$ cat config.mk
export PLATFORM = sky130hd
export DESIGN_NAME = greedy_full_text_justifier_unit
export DESIGN_NICKNAME = d
export VERILOG_FILES = /design/src/rtl/core/gftj_pkg.sv /design/src/rtl/core/gftj_div.sv /design/src/rtl/core/gftj_dp.sv /design/src/rtl/core/gftj_ctrl.sv /design/src/rtl/core/greedy_full_text_justifier_unit.sv
export SDC_FILE = /design/constraint.sdc
export NUM_CORES = 1
export LEC_CHECK = 0
export ABC_AREA = 0
export BUFFER_PORTS_ARGS = -buffer_cell sky130_fd_sc_hd__buf_2
export CORE_MARGIN = 2
export CORE_UTILIZATION = 55
export DETAILED_ROUTE_END_ITERATION = 6
export PLACE_DENSITY = 0.84
export SETUP_SLACK_MARGIN = 0.15
export SYNTH_ARGS = -nofsm -noshare
export SYNTH_HDL_FRONTEND = slang
export SYNTH_HIERARCHICAL = 1
export SYNTH_SLANG_ARGS = --single-unit
$ cat constraint.sdc
create_clock -name clk -period 7.3 [get_ports clk]
set_input_delay 1.095 -clock clk [delete_from_list [all_inputs] [get_ports clk]]
set_output_delay 1.095 -clock clk [all_outputs]
set_load 0.01 [all_outputs]
$ cat src/rtl/core/gftj_pkg.sv
// ============================================================================
// gftj_pkg
// Shared types and constants for the greedy full-text justifier: payload
// structs of both channels and the controller/datapath command and status.
// ============================================================================
package gftj_pkg;

    // Default sizing of the line buffer and width clamp
    localparam int GFTJ_MAX_WIDTH      = 64;
    localparam int GFTJ_MAX_LINE_WORDS = 32;

    // Field widths of the channels
    localparam int GFTJ_LEN_W  = 7;
    localparam int GFTJ_SLOT_W = 5;
    localparam int GFTJ_COL_W  = 6;

    // Line width after reset
    localparam logic [GFTJ_LEN_W-1:0] GFTJ_WIDTH_RESET = 7'd16;

    // Input transaction: one word
    typedef struct packed {
        logic [GFTJ_LEN_W-1:0] word_length;
        logic                  final_word;
    } gftj_word_t;

    // Output transaction: layout of one word
    typedef struct packed {
        logic [GFTJ_SLOT_W-1:0] word_slot;
        logic [GFTJ_COL_W-1:0]  start_column;
        logic [GFTJ_COL_W-1:0]  spaces_after;
        logic                   line_end;
        logic                   text_end;
        logic                   too_long;
    } gftj_layout_t;

    // Controller to datapath
    typedef struct packed {
        logic capture;     // latch the incoming word
        logic load_err;    // put an error result in the output register
        logic start_line;  // begin emitting the open line
        logic start_last;  // the line being started is the final one
        logic load_word;   // put the current word's layout in the output register
        logic clear_line;  // empty the open line
        logic store;       // append the held word to the open line
    } gftj_cmd_t;

    // Datapath to controller
    typedef struct packed {
        logic bad;         // held word is empty or longer than the width
        logic need_close;  // held word does not fit on the open line
        logic fin;         // held word is the last of the text
        logic count_zero;  // open line is empty
        logic multi;       // open line has more than one word
        logic div_done;    // gap quotient and remainder are ready
        logic out_free;    // output register can take a result
        logic last_word;   // emission index is at the line's last word
        logic final_line;  // line being emitted is the final one
    } gftj_status_t;

endpackage

$ cat src/rtl/core/gftj_div.sv
// ============================================================================
// gftj_div
// Restoring divider for the gap spacing: one quotient bit per cycle while
// busy; done rises once the last quotient bit is in and holds until start.
// ============================================================================
module gftj_div
    import gftj_pkg::*;
#(
    parameter int DIVIDEND_W = 8,
    parameter int DIVISOR_W  = 6
)
(
    input  logic                  clk,
    input  logic                  rst_n,
    input  logic                  start,
    input  logic [DIVIDEND_W-1:0] dividend,
    input  logic [DIVISOR_W-1:0]  divisor,
    output logic                  done,
    output logic [DIVIDEND_W-1:0] quotient,
    output logic [DIVISOR_W-1:0]  remainder
);

    localparam int CNT_W = $clog2(DIVIDEND_W + 1);

    logic                  busy_reg;
    logic                  done_reg;
    logic [CNT_W-1:0]      cnt_reg;
    logic [DIVIDEND_W-1:0] dvd_reg;
    logic [DIVISOR_W-1:0]  rem_reg;
    logic [DIVISOR_W-1:0]  dsr_reg;

    logic [DIVISOR_W:0]    trial;
    logic                  take;
    logic [DIVISOR_W:0]    diff;
    logic [DIVIDEND_W-1:0] dvd_next;
    logic [DIVISOR_W-1:0]  rem_next;

    // Shift in the next dividend bit and try the subtraction
    always_comb
    begin
        trial    = {rem_reg, dvd_reg[DIVIDEND_W-1]};
        take     = (trial >= {1'b0, dsr_reg});
        diff     = trial - {1'b0, dsr_reg};
        rem_next = take ? diff[DIVISOR_W-1:0] : trial[DIVISOR_W-1:0];
        dvd_next = {dvd_reg[DIVIDEND_W-2:0], take};
    end

    // Sequence the iterations
    always_ff @(posedge clk or negedge rst_n)
    begin
        if (!rst_n)
        begin
            busy_reg <= 1'b0;
            done_reg <= 1'b0;
            cnt_reg  <= '0;
        end
        else if (start)
        begin
            busy_reg <= 1'b1;
            done_reg <= 1'b0;
            cnt_reg  <= CNT_W'(DIVIDEND_W);
        end
        else if (busy_reg)
        begin
            cnt_reg <= cnt_reg - CNT_W'(1);
            if (cnt_reg == CNT_W'(1))
            begin
                busy_reg <= 1'b0;
                done_reg <= 1'b1;
            end
        end
    end

    // Hold operands and partial results
    always_ff @(posedge clk)
    begin
        if (start)
        begin
            dvd_reg <= dividend;
            rem_reg <= '0;
            dsr_reg <= divisor;
        end
        else if (busy_reg)
        begin
            dvd_reg <= dvd_next;
            rem_reg <= rem_next;
        end
    end

    assign done      = done_reg;
    assign quotient  = dvd_reg;
    assign remainder = rem_reg;

endmodule

$ cat src/rtl/core/gftj_dp.sv
// ============================================================================
// gftj_dp
// Justifier datapath: width register, held word, open-line buffer, gap
// divider, column accumulator and the output register.
// ============================================================================
module gftj_dp
    import gftj_pkg::*;
#(
    parameter int MAX_WIDTH      = GFTJ_MAX_WIDTH,
    parameter int MAX_LINE_WORDS = GFTJ_MAX_LINE_WORDS
)
(
    input  logic                  clk,
    input  logic                  rst_n,
    input  logic                  line_width_we,
    input  logic [GFTJ_LEN_W-1:0] line_width_wdata,
    input  gftj_word_t            word,
    output gftj_layout_t          layout,
    output logic                  layout_valid,
    input  logic                  layout_ready,
    input  gftj_cmd_t             cmd,
    output gftj_status_t          status
);

    localparam int XW = $clog2(MAX_WIDTH + MAX_LINE_WORDS + 128);
    localparam int TW = $clog2(MAX_WIDTH + 1);
    localparam int CW = $clog2(MAX_LINE_WORDS + 1);
    localparam int AW = (MAX_LINE_WORDS > 1) ? $clog2(MAX_LINE_WORDS) : 1;

    logic [GFTJ_LEN_W-1:0] line_width_reg;
    logic [GFTJ_LEN_W-1:0] len_reg;
    logic                  fin_reg;
    logic [CW-1:0]         count_reg;
    logic [TW-1:0]         total_reg;
    logic [AW-1:0]         idx_reg;
    logic [XW-1:0]         col_reg;
    logic                  justify_reg;
    logic                  final_reg;
    logic                  out_valid_reg;
    gftj_layout_t          out_reg;

    logic [GFTJ_LEN_W-1:0] mem [MAX_LINE_WORDS];
    logic [GFTJ_LEN_W-1:0] rd_data_reg;

    logic [XW-1:0] w_x;
    logic [XW-1:0] len_x;
    logic [XW-1:0] tot_x;
    logic [XW-1:0] gaps_x;
    logic [XW-1:0] room_x;
    logic [XW-1:0] extra_x;
    logic [XW-1:0] word_x;
    logic [XW-1:0] end_x;
    logic [XW-1:0] gap_sp_x;
    logic [XW-1:0] pad_sp_x;
    logic [XW-1:0] sp_x;
    logic          bad;
    logic          need_close;
    logic          multi;
    logic          last_word;
    logic          out_free;
    logic          div_start;
    logic          div_done;
    logic [XW-1:0] div_q;
    logic [CW-1:0] div_r;

    // Clamp the width register and test the held word against the open line
    always_comb
    begin
        if (line_width_reg == '0)
            w_x = XW'(1);
        else if (XW'(line_width_reg) > XW'(MAX_WIDTH))
            w_x = XW'(MAX_WIDTH);
        else
            w_x = XW'(line_width_reg);
        len_x      = XW'(len_reg);
        tot_x      = XW'(total_reg);
        bad        = (len_reg == '0) || (len_x > w_x);
        need_close = (count_reg != '0) &&
                     ((tot_x + XW'(count_reg) + len_x > w_x) ||
                      (count_reg >= CW'(MAX_LINE_WORDS)));
        multi      = (count_reg > CW'(1));
        gaps_x     = XW'(count_reg) - XW'(1);
        room_x     = (w_x > tot_x) ? (w_x - tot_x) : '0;
        extra_x    = (room_x < gaps_x) ? gaps_x : room_x;
    end

    // Work out the current word's column and the spaces after it
    always_comb
    begin
        word_x    = XW'(rd_data_reg);
        end_x     = col_reg + word_x;
        last_word = ((CW'(idx_reg) + CW'(1)) == count_reg);
        gap_sp_x  = justify_reg ? (div_q + XW'(CW'(idx_reg) < div_r)) : XW'(1);
        pad_sp_x  = (w_x > end_x) ? (w_x - end_x) : '0;
        sp_x      = last_word ? pad_sp_x : gap_sp_x;
    end

    assign out_free  = !out_valid_reg || layout_ready;
    assign div_start = cmd.start_line && !cmd.start_last && multi;

    gftj_div #(
        .DIVIDEND_W (XW),
        .DIVISOR_W  (CW)
    ) u_div (
        .clk       (clk),
        .rst_n     (rst_n),
        .start     (div_start),
        .dividend  (extra_x),
        .divisor   (count_reg - CW'(1)),
        .done      (div_done),
        .quotient  (div_q),
        .remainder (div_r)
    );

    // Write the width register
    always_ff @(posedge clk or negedge rst_n)
    begin
        if (!rst_n)
            line_width_reg <= GFTJ_WIDTH_RESET;
        else if (line_width_we)
            line_width_reg <= line_width_wdata;
    end

    // Track the open line and the emission position
    always_ff @(posedge clk or negedge rst_n)
    begin
        if (!rst_n)
        begin
            count_reg   <= '0;
            total_reg   <= '0;
            idx_reg     <= '0;
            justify_reg <= 1'b0;
            final_reg   <= 1'b0;
        end
        else
        begin
            if (cmd.clear_line)
            begin
                count_reg <= '0;
                total_reg <= '0;
            end
            else if (cmd.store)
            begin
                count_reg <= count_reg + CW'(1);
                total_reg <= total_reg + TW'(len_reg);
            end
            if (cmd.start_line)
            begin
                idx_reg     <= '0;
                justify_reg <= !cmd.start_last && multi;
                final_reg   <= cmd.start_last;
            end
            else if (cmd.load_word)
                idx_reg <= idx_reg + AW'(1);
        end
    end

    // Hold the word, the running column and the output payload
    always_ff @(posedge clk)
    begin
        if (cmd.capture)
        begin
            len_reg <= word.word_length;
            fin_reg <= word.final_word;
        end
        if (cmd.start_line)
            col_reg <= '0;
        else if (cmd.load_word)
            col_reg <= end_x + sp_x;
        if (cmd.load_err)
        begin
            out_reg.word_slot    <= '0;
            out_reg.start_column <= '0;
            out_reg.spaces_after <= '0;
            out_reg.line_end     <= 1'b0;
            out_reg.text_end     <= fin_reg && (count_reg == '0);
            out_reg.too_long     <= 1'b1;
        end
        else if (cmd.load_word)
        begin
            out_reg.word_slot    <= GFTJ_SLOT_W'(idx_reg);
            out_reg.start_column <= GFTJ_COL_W'(col_reg);
            out_reg.spaces_after <= GFTJ_COL_W'(sp_x);
            out_reg.line_end     <= last_word;
            out_reg.text_end     <= last_word && final_reg;
            out_reg.too_long     <= 1'b0;
        end
    end

    // Line buffer: write on store, registered read at the emission index
    always_ff @(posedge clk)
    begin
        if (cmd.store)
            mem[count_reg[AW-1:0]] <= len_reg;
        rd_data_reg <= mem[idx_reg];
    end

    // Raise valid on load, drop it when the transaction completes
    always_ff @(posedge clk or negedge rst_n)
    begin
        if (!rst_n)
            out_valid_reg <= 1'b0;
        else if (cmd.load_err || cmd.load_word)
            out_valid_reg <= 1'b1;
        else if (layout_ready)
            out_valid_reg <= 1'b0;
    end

    assign layout       = out_reg;
    assign layout_valid = out_valid_reg;

    always_comb
    begin
        status            = '0;
        status.bad        = bad;
        status.need_close = need_close;
        status.fin        = fin_reg;
        status.count_zero = (count_reg == '0);
        status.multi      = multi;
        status.div_done   = div_done;
        status.out_free   = out_free;
        status.last_word  = last_word;
        status.final_line = final_reg;
    end

    a_store_room: assert property (@(posedge clk) disable iff (!rst_n)
        cmd.store |-> (count_reg < CW'(MAX_LINE_WORDS)))
        else $error("word stored into a full line");

    a_emit_nonempty: assert property (@(posedge clk) disable iff (!rst_n)
        cmd.load_word |-> (count_reg != '0))
        else $error("layout emitted from an empty line");

    a_div_ready: assert property (@(posedge clk) disable iff (!rst_n)
        (cmd.load_word && justify_reg) |-> div_done)
        else $error("justified gap used before the divider finished");

    a_clear: assert property (@(posedge clk) disable iff (!rst_n)
        cmd.clear_line |=> (count_reg == '0) && (total_reg == '0))
        else $error("line not cleared after its last word");

    a_total_bound: assert property (@(posedge clk) disable iff (!rst_n)
        total_reg <= TW'(MAX_WIDTH))
        else $error("line letter total beyond the width limit");

endmodule

$ cat src/rtl/core/gftj_ctrl.sv
// ============================================================================
// gftj_ctrl
// Justifier controller: sequences word intake, error results, line closing,
// gap division and the per-word layout emission.
// ============================================================================
module gftj_ctrl
    import gftj_pkg::*;
(
    input  logic         clk,
    input  logic         rst_n,
    input  logic         word_valid,
    output logic         word_ready,
    input  gftj_status_t status,
    output gftj_cmd_t    cmd
);

    typedef enum logic [6:0] {
        S_IDLE     = 7'b0000001,
        S_CHECK    = 7'b0000010,
        S_ERR      = 7'b0000100,
        S_DIV      = 7'b0001000,
        S_EMIT_RD  = 7'b0010000,
        S_EMIT_OUT = 7'b0100000,
        S_STORE    = 7'b1000000
    } gftj_state_t;

    gftj_state_t state_reg;
    gftj_state_t state_next;

    // Decide the next step and the datapath commands
    always_comb
    begin
        state_next = state_reg;
        cmd        = '0;
        word_ready = 1'b0;
        case (state_reg)
            S_IDLE:
            begin
                word_ready = 1'b1;
                if (word_valid)
                begin
                    cmd.capture = 1'b1;
                    state_next  = S_CHECK;
                end
            end
            S_CHECK:
            begin
                if (status.bad)
                    state_next = S_ERR;
                else if (status.need_close)
                begin
                    cmd.start_line = 1'b1;
                    state_next     = status.multi ? S_DIV : S_EMIT_RD;
                end
                else
                    state_next = S_STORE;
            end
            S_ERR:
            begin
                if (status.out_free)
                begin
                    cmd.load_err = 1'b1;
                    if (status.fin && !status.count_zero)
                    begin
                        cmd.start_line = 1'b1;
                        cmd.start_last = 1'b1;
                        state_next     = S_EMIT_RD;
                    end
                    else
                        state_next = S_IDLE;
                end
            end
            S_DIV:
            begin
                if (status.div_done)
                    state_next = S_EMIT_RD;
            end
            S_EMIT_RD:
            begin
                state_next = S_EMIT_OUT;
            end
            S_EMIT_OUT:
            begin
                if (status.out_free)
                begin
                    cmd.load_word = 1'b1;
                    if (status.last_word)
                    begin
                        cmd.clear_line = 1'b1;
                        state_next     = status.final_line ? S_IDLE : S_STORE;
                    end
                    else
                        state_next = S_EMIT_RD;
                end
            end
            S_STORE:
            begin
                cmd.store = 1'b1;
                if (status.fin)
                begin
                    cmd.start_line = 1'b1;
                    cmd.start_last = 1'b1;
                    state_next     = S_EMIT_RD;
                end
                else
                    state_next = S_IDLE;
            end
            default:
            begin
                state_next = S_IDLE;
            end
        endcase
    end

    // Advance the state
    always_ff @(posedge clk or negedge rst_n)
    begin
        if (!rst_n)
            state_reg <= S_IDLE;
        else
            state_reg <= state_next;
    end

    a_onehot: assert property (@(posedge clk) disable iff (!rst_n)
        $onehot(state_reg))
        else $error("controller state not one-hot");

    a_ready_idle: assert property (@(posedge clk) disable iff (!rst_n)
        (cmd.start_line || cmd.load_word || cmd.store) |-> !word_ready)
        else $error("new word offered while a line is being processed");

    a_no_double_load: assert property (@(posedge clk) disable iff (!rst_n)
        !(cmd.load_err && cmd.load_word))
        else $error("two results loaded in one cycle");

endmodule

$ cat src/rtl/core/greedy_full_text_justifier_unit.sv
// ============================================================================
// greedy_full_text_justifier_unit
// A word that fits passes through intake, check and store, with no result;
// closing a line of several words first runs the gap division, then each
// word of the line is read from the buffer and loaded for output in turn.
// One word at a time: the next word is taken only once the last one and any
// line it closed are done; a stalled layout channel holds the emission.
// Reset: rst_n clears the open line and the controller; line_width returns
// to 16. The line buffer is not cleared.
// ============================================================================
module greedy_full_text_justifier_unit
    import gftj_pkg::*;
#(
    parameter int MAX_WIDTH      = GFTJ_MAX_WIDTH,
    parameter int MAX_LINE_WORDS = GFTJ_MAX_LINE_WORDS
)
(
    input  logic                  clk,
    input  logic                  rst_n,
    input  logic                  line_width_we,
    input  logic [GFTJ_LEN_W-1:0] line_width_wdata,
    input  logic                  word_valid,
    output logic                  word_ready,
    input  gftj_word_t            word,
    output logic                  layout_valid,
    input  logic                  layout_ready,
    output gftj_layout_t          layout
);

    gftj_cmd_t    cmd;
    gftj_status_t status;

    gftj_ctrl u_ctrl (
        .clk        (clk),
        .rst_n      (rst_n),
        .word_valid (word_valid),
        .word_ready (word_ready),
        .status     (status),
        .cmd        (cmd)
    );

    gftj_dp #(
        .MAX_WIDTH      (MAX_WIDTH),
        .MAX_LINE_WORDS (MAX_LINE_WORDS)
    ) u_dp (
        .clk              (clk),
        .rst_n            (rst_n),
        .line_width_we    (line_width_we),
        .line_width_wdata (line_width_wdata),
        .word             (word),
        .layout           (layout),
        .layout_valid     (layout_valid),
        .layout_ready     (layout_ready),
        .cmd              (cmd),
        .status           (status)
    );

endmodule

==> results by group <==
Setup path
  – Crit Path Class: reg -> reg
  – CP Data Arrival Time: 6270 ps
  – Worst Path Max Fanout: 8
  – Crit. End Element: register
  – Startpoint Class: register
  – Req. time, crit path: 7560 ps

Route
  – WL/cell: 22.3 um
  – DRT iter0 DRCs: 1,060
  – WL final: 36,600 um
  – Final ANT Viol Nets: 0
  – Via Count: 9,968
  – Uppermost layer routed: met5
  – TritonRoute pass-1 iters: 5
  – DRT met1 WL: 14,800 um
  – DR DRC count: 0
  – Met2 WL: 17,900 um
  – DR WL met3: 2250 um
  – Vias per inst: 6.08

Place
  – IO Port Bufs: 41
  – Post-DP HPWL: 24,100 um
  – GPL Wtd Cong: 0.898
  – Place WS: 1260 ps
  – Cells after DPL: 1,576
  – Placed Instance Area: 16,800 um2

Logic synthesis
  – Post-synth EDFFs: 247
  – Synthesized flop and latch total: 328
  – Post-synth top cells: edfxtp_1 (247), nor2_1 (121), ha_1 (80)
  – Top-area cell type share of the netlist area: 45.4%
  – Sequential-to-total area share from yosys stat: 56.6%
  – Net Count, Synth: 1,302
  – Prevailing post-synth register cell: edfxtp_1
  – Synth area leaders: edfxtp_1 (45%), mux4_2 (9.6%), ha_1 (6.1%)
  – Syn avg cell area: 13.7 um2
  – Dominant cell type by area after synthesis: edfxtp_1
  – Post-Synthesis Cells: 1,189
  – Count of different cell masters after synthesis: 83
  – Asr flop ratio synth: 12.5%
  – Most frequent cell after synthesis: edfxtp_1
  – Synth warn: 6
  – Synthesized area: 16,300 um2

Global route
  – Vias in the first global route: 10,100
  – Global-route wire length before repair: 57,100 um
  – Antenna violations before repair: 2
  – GRT Overall Usage: 24.0%
  – GRT overflow: 0
  – Largest net degree at the start of global routing: 50

Power
  – Clock power frac: 32.2%
  – Pint: 3.70 mW
  – Pwr Total: 5.23 mW
  – Pwr dens: 291 nW/um2
  – Comb pwr share: 22.6%
  – Sequential power share: 45.2%
  – P_leak: 6.56 nW
  – Sw Pwr: 1.52 mW
  – Max VDD drop: 0.144 mV
  – Sw Ratio: 29.1%

CTS
  – Hold_buf cts: 0
  – CTS tree: done
  – H-tree Lvls: 2
  – Buffer depth of the longest clock path: 3
  – Post-CTS setup buffer count: 0
  – Clock Sink Count: 328
  – PostCTS Resize Cnt: 0
  – Clock Latency Late Sink: 520 ps
  – Num CTS Buffers: 35
  – Root Driver: clkbuf_16
  – Reg clk slew, reported paths: 60 ps

Die
  – Die Width: 176 um
  – CORE AREA: 29,500 um2
  – Die Area: 31,100 um2
  – Initial Util: 55.4%
  – DIE HEIGHT: 176 um
  – Row Count: 63
  – Io pins: 42

STA
  – Worst clock skew: 15.1 ps
  – Clock period minus final worst setup slack: 6020 ps
  – Final Worst Setup Slack: 1280 ps
  – Final setup violation count: 0
  – Final hold vios: 0
  – Hold slack: 455 ps
  – Crit share post-route: 82.4%
  – Relative slew slack: 16.4%
  – RSZ-0062 raised after global routing: false
  – Fmax: 166 MHz
  – Sum of negative setup slack: 0 ps
  – Pins Over Slew Limit: 0
  – Tightest Pin Transition: 1250 ps

Min path
  – Worst min-delay path class: reg -> reg

Layout
  – Area Growth Syn to Fin: 9.71%
  – Diodes inserted: 0
  – Finished Layout Cells: 1,640
  – Final Cell Area: 17,900 um2
  – Share of layout cells above drive strength 1: 18.9%
  – Util after Layout: 60.8%
  – Max FFs per register: 224
  – Nets@finish: 1,336

Job
  – Max cap viols: 0

Run status
  – Status: finished, final reports clean
-- cells in the final DEF (no fill, tap or decap), drive strengths merged, types with 7 or more instances in the layout --
cell type / count
nand2b: 13
edfxtp: 247
nand3: 18
clkinv: 9
nor3b: 12
dfrtp: 39
or3: 7
buf: 52
xor2: 18
clkbuf: 52
ha: 80
or2: 9
nand2: 52
mux4: 70
a211oi: 12
xnor2: 33
dfxtp: 40
nor3: 13
fa: 13
o21ai: 33
mux2: 30
nor2: 122
a21oi: 39
o21a: 7
nor2b: 13
a21o: 15
nand4: 9
mux2i: 29
inv: 74
-- power by group through the flow --
| stage | Clock (mW) | Sequential, mW | Combinational, mW |
|---|---|---|---|
| after floorplan | 0 | 2.36 | 0.896 |
| after global placement | 0 | 2.39 | 1.11 |
| after detailed placement | 0 | 2.39 | 1.16 |
| after CTS | 1.71 | 2.36 | 1.18 |
| after global routing | 1.78 | 2.38 | 1.31 |
| final | 1.68 | 2.36 | 1.18 |
-- final timing paths --
| check | start | to | slack (ps) | depth (start not counted) |
|---|---|---|---|---|
| max in group asynchronous | rst_n | u_dp/idx_reg[0] | 5780 | 1 |
| hold / removal | u_dp/layout[0] | u_dp/layout[0] | 460 | 1 |
| setup / recovery | u_dp/line_width_reg[1] | u_dp/u_div/quotient[3] | 1280 | 19 |
| setup reg to reg | u_dp/line_width_reg[1] | u_dp/u_div/quotient[3] | 1280 | 19 |
| hold reg to reg | u_dp/layout[0] | u_dp/layout[0] | 460 | 1 |
| min in group asynchronous | rst_n | u_ctrl/state_reg[5] | 760 | 1 |
-- cell type report --
cell class              count  area, um2
clock buffers              52        991
clock inverters            12        100
fillers                  2228      11500
inverters                  73        274
multi-input cells         733       6540
flip-flops and latches    328       9250
well taps                 390        488
repair buffers             52        288
-- cell families (layout without fill, tap and decap cells) --
kind of cell / after synthesis / in the layout / share of synthesized area, %
buf+inv: 128 / 189 / 3.48
flops: 328 / 328 / 56.6
fa+ha+maj: 95 / 95 / 7.85
xor+xnor: 51 / 51 / 2.73
mux: 129 / 129 / 13.5
compound gates: 153 / 153 / 6.25
simple gates: 305 / 305 / 9.63
-- metal layers --
| layer | vias to the layer above | GRT usage [%] |
|---|---|---|
| li1 | 4517 | - |
| met1 | 4939 | 30.9 |
| met2 | 396 | 39.6 |
| met3 | 114 | 4.37 |
| met4 | 2 | 11.3 |
| met5 | - | 0 |
-- critical path, cell delays in order, from the launching register on --
cell and delay (ps):
dfrtp_1 380, or4_1 520, nor2_1 100, o21a_1 180, inv_1 80, ha_1 200, fa_1 390, nor2b_1 160
o21ai_0 130, a21boi_0 330, o21ai_0 180, and2_1 220, a2111oi_0 540, ha_1 360, nand4_1 100, nor2_1 60
a211o_1 290, o41ai_2 860, mux2_2 420, mux2_2 270
No activity file was read; power rests on OpenSTA's default activity.
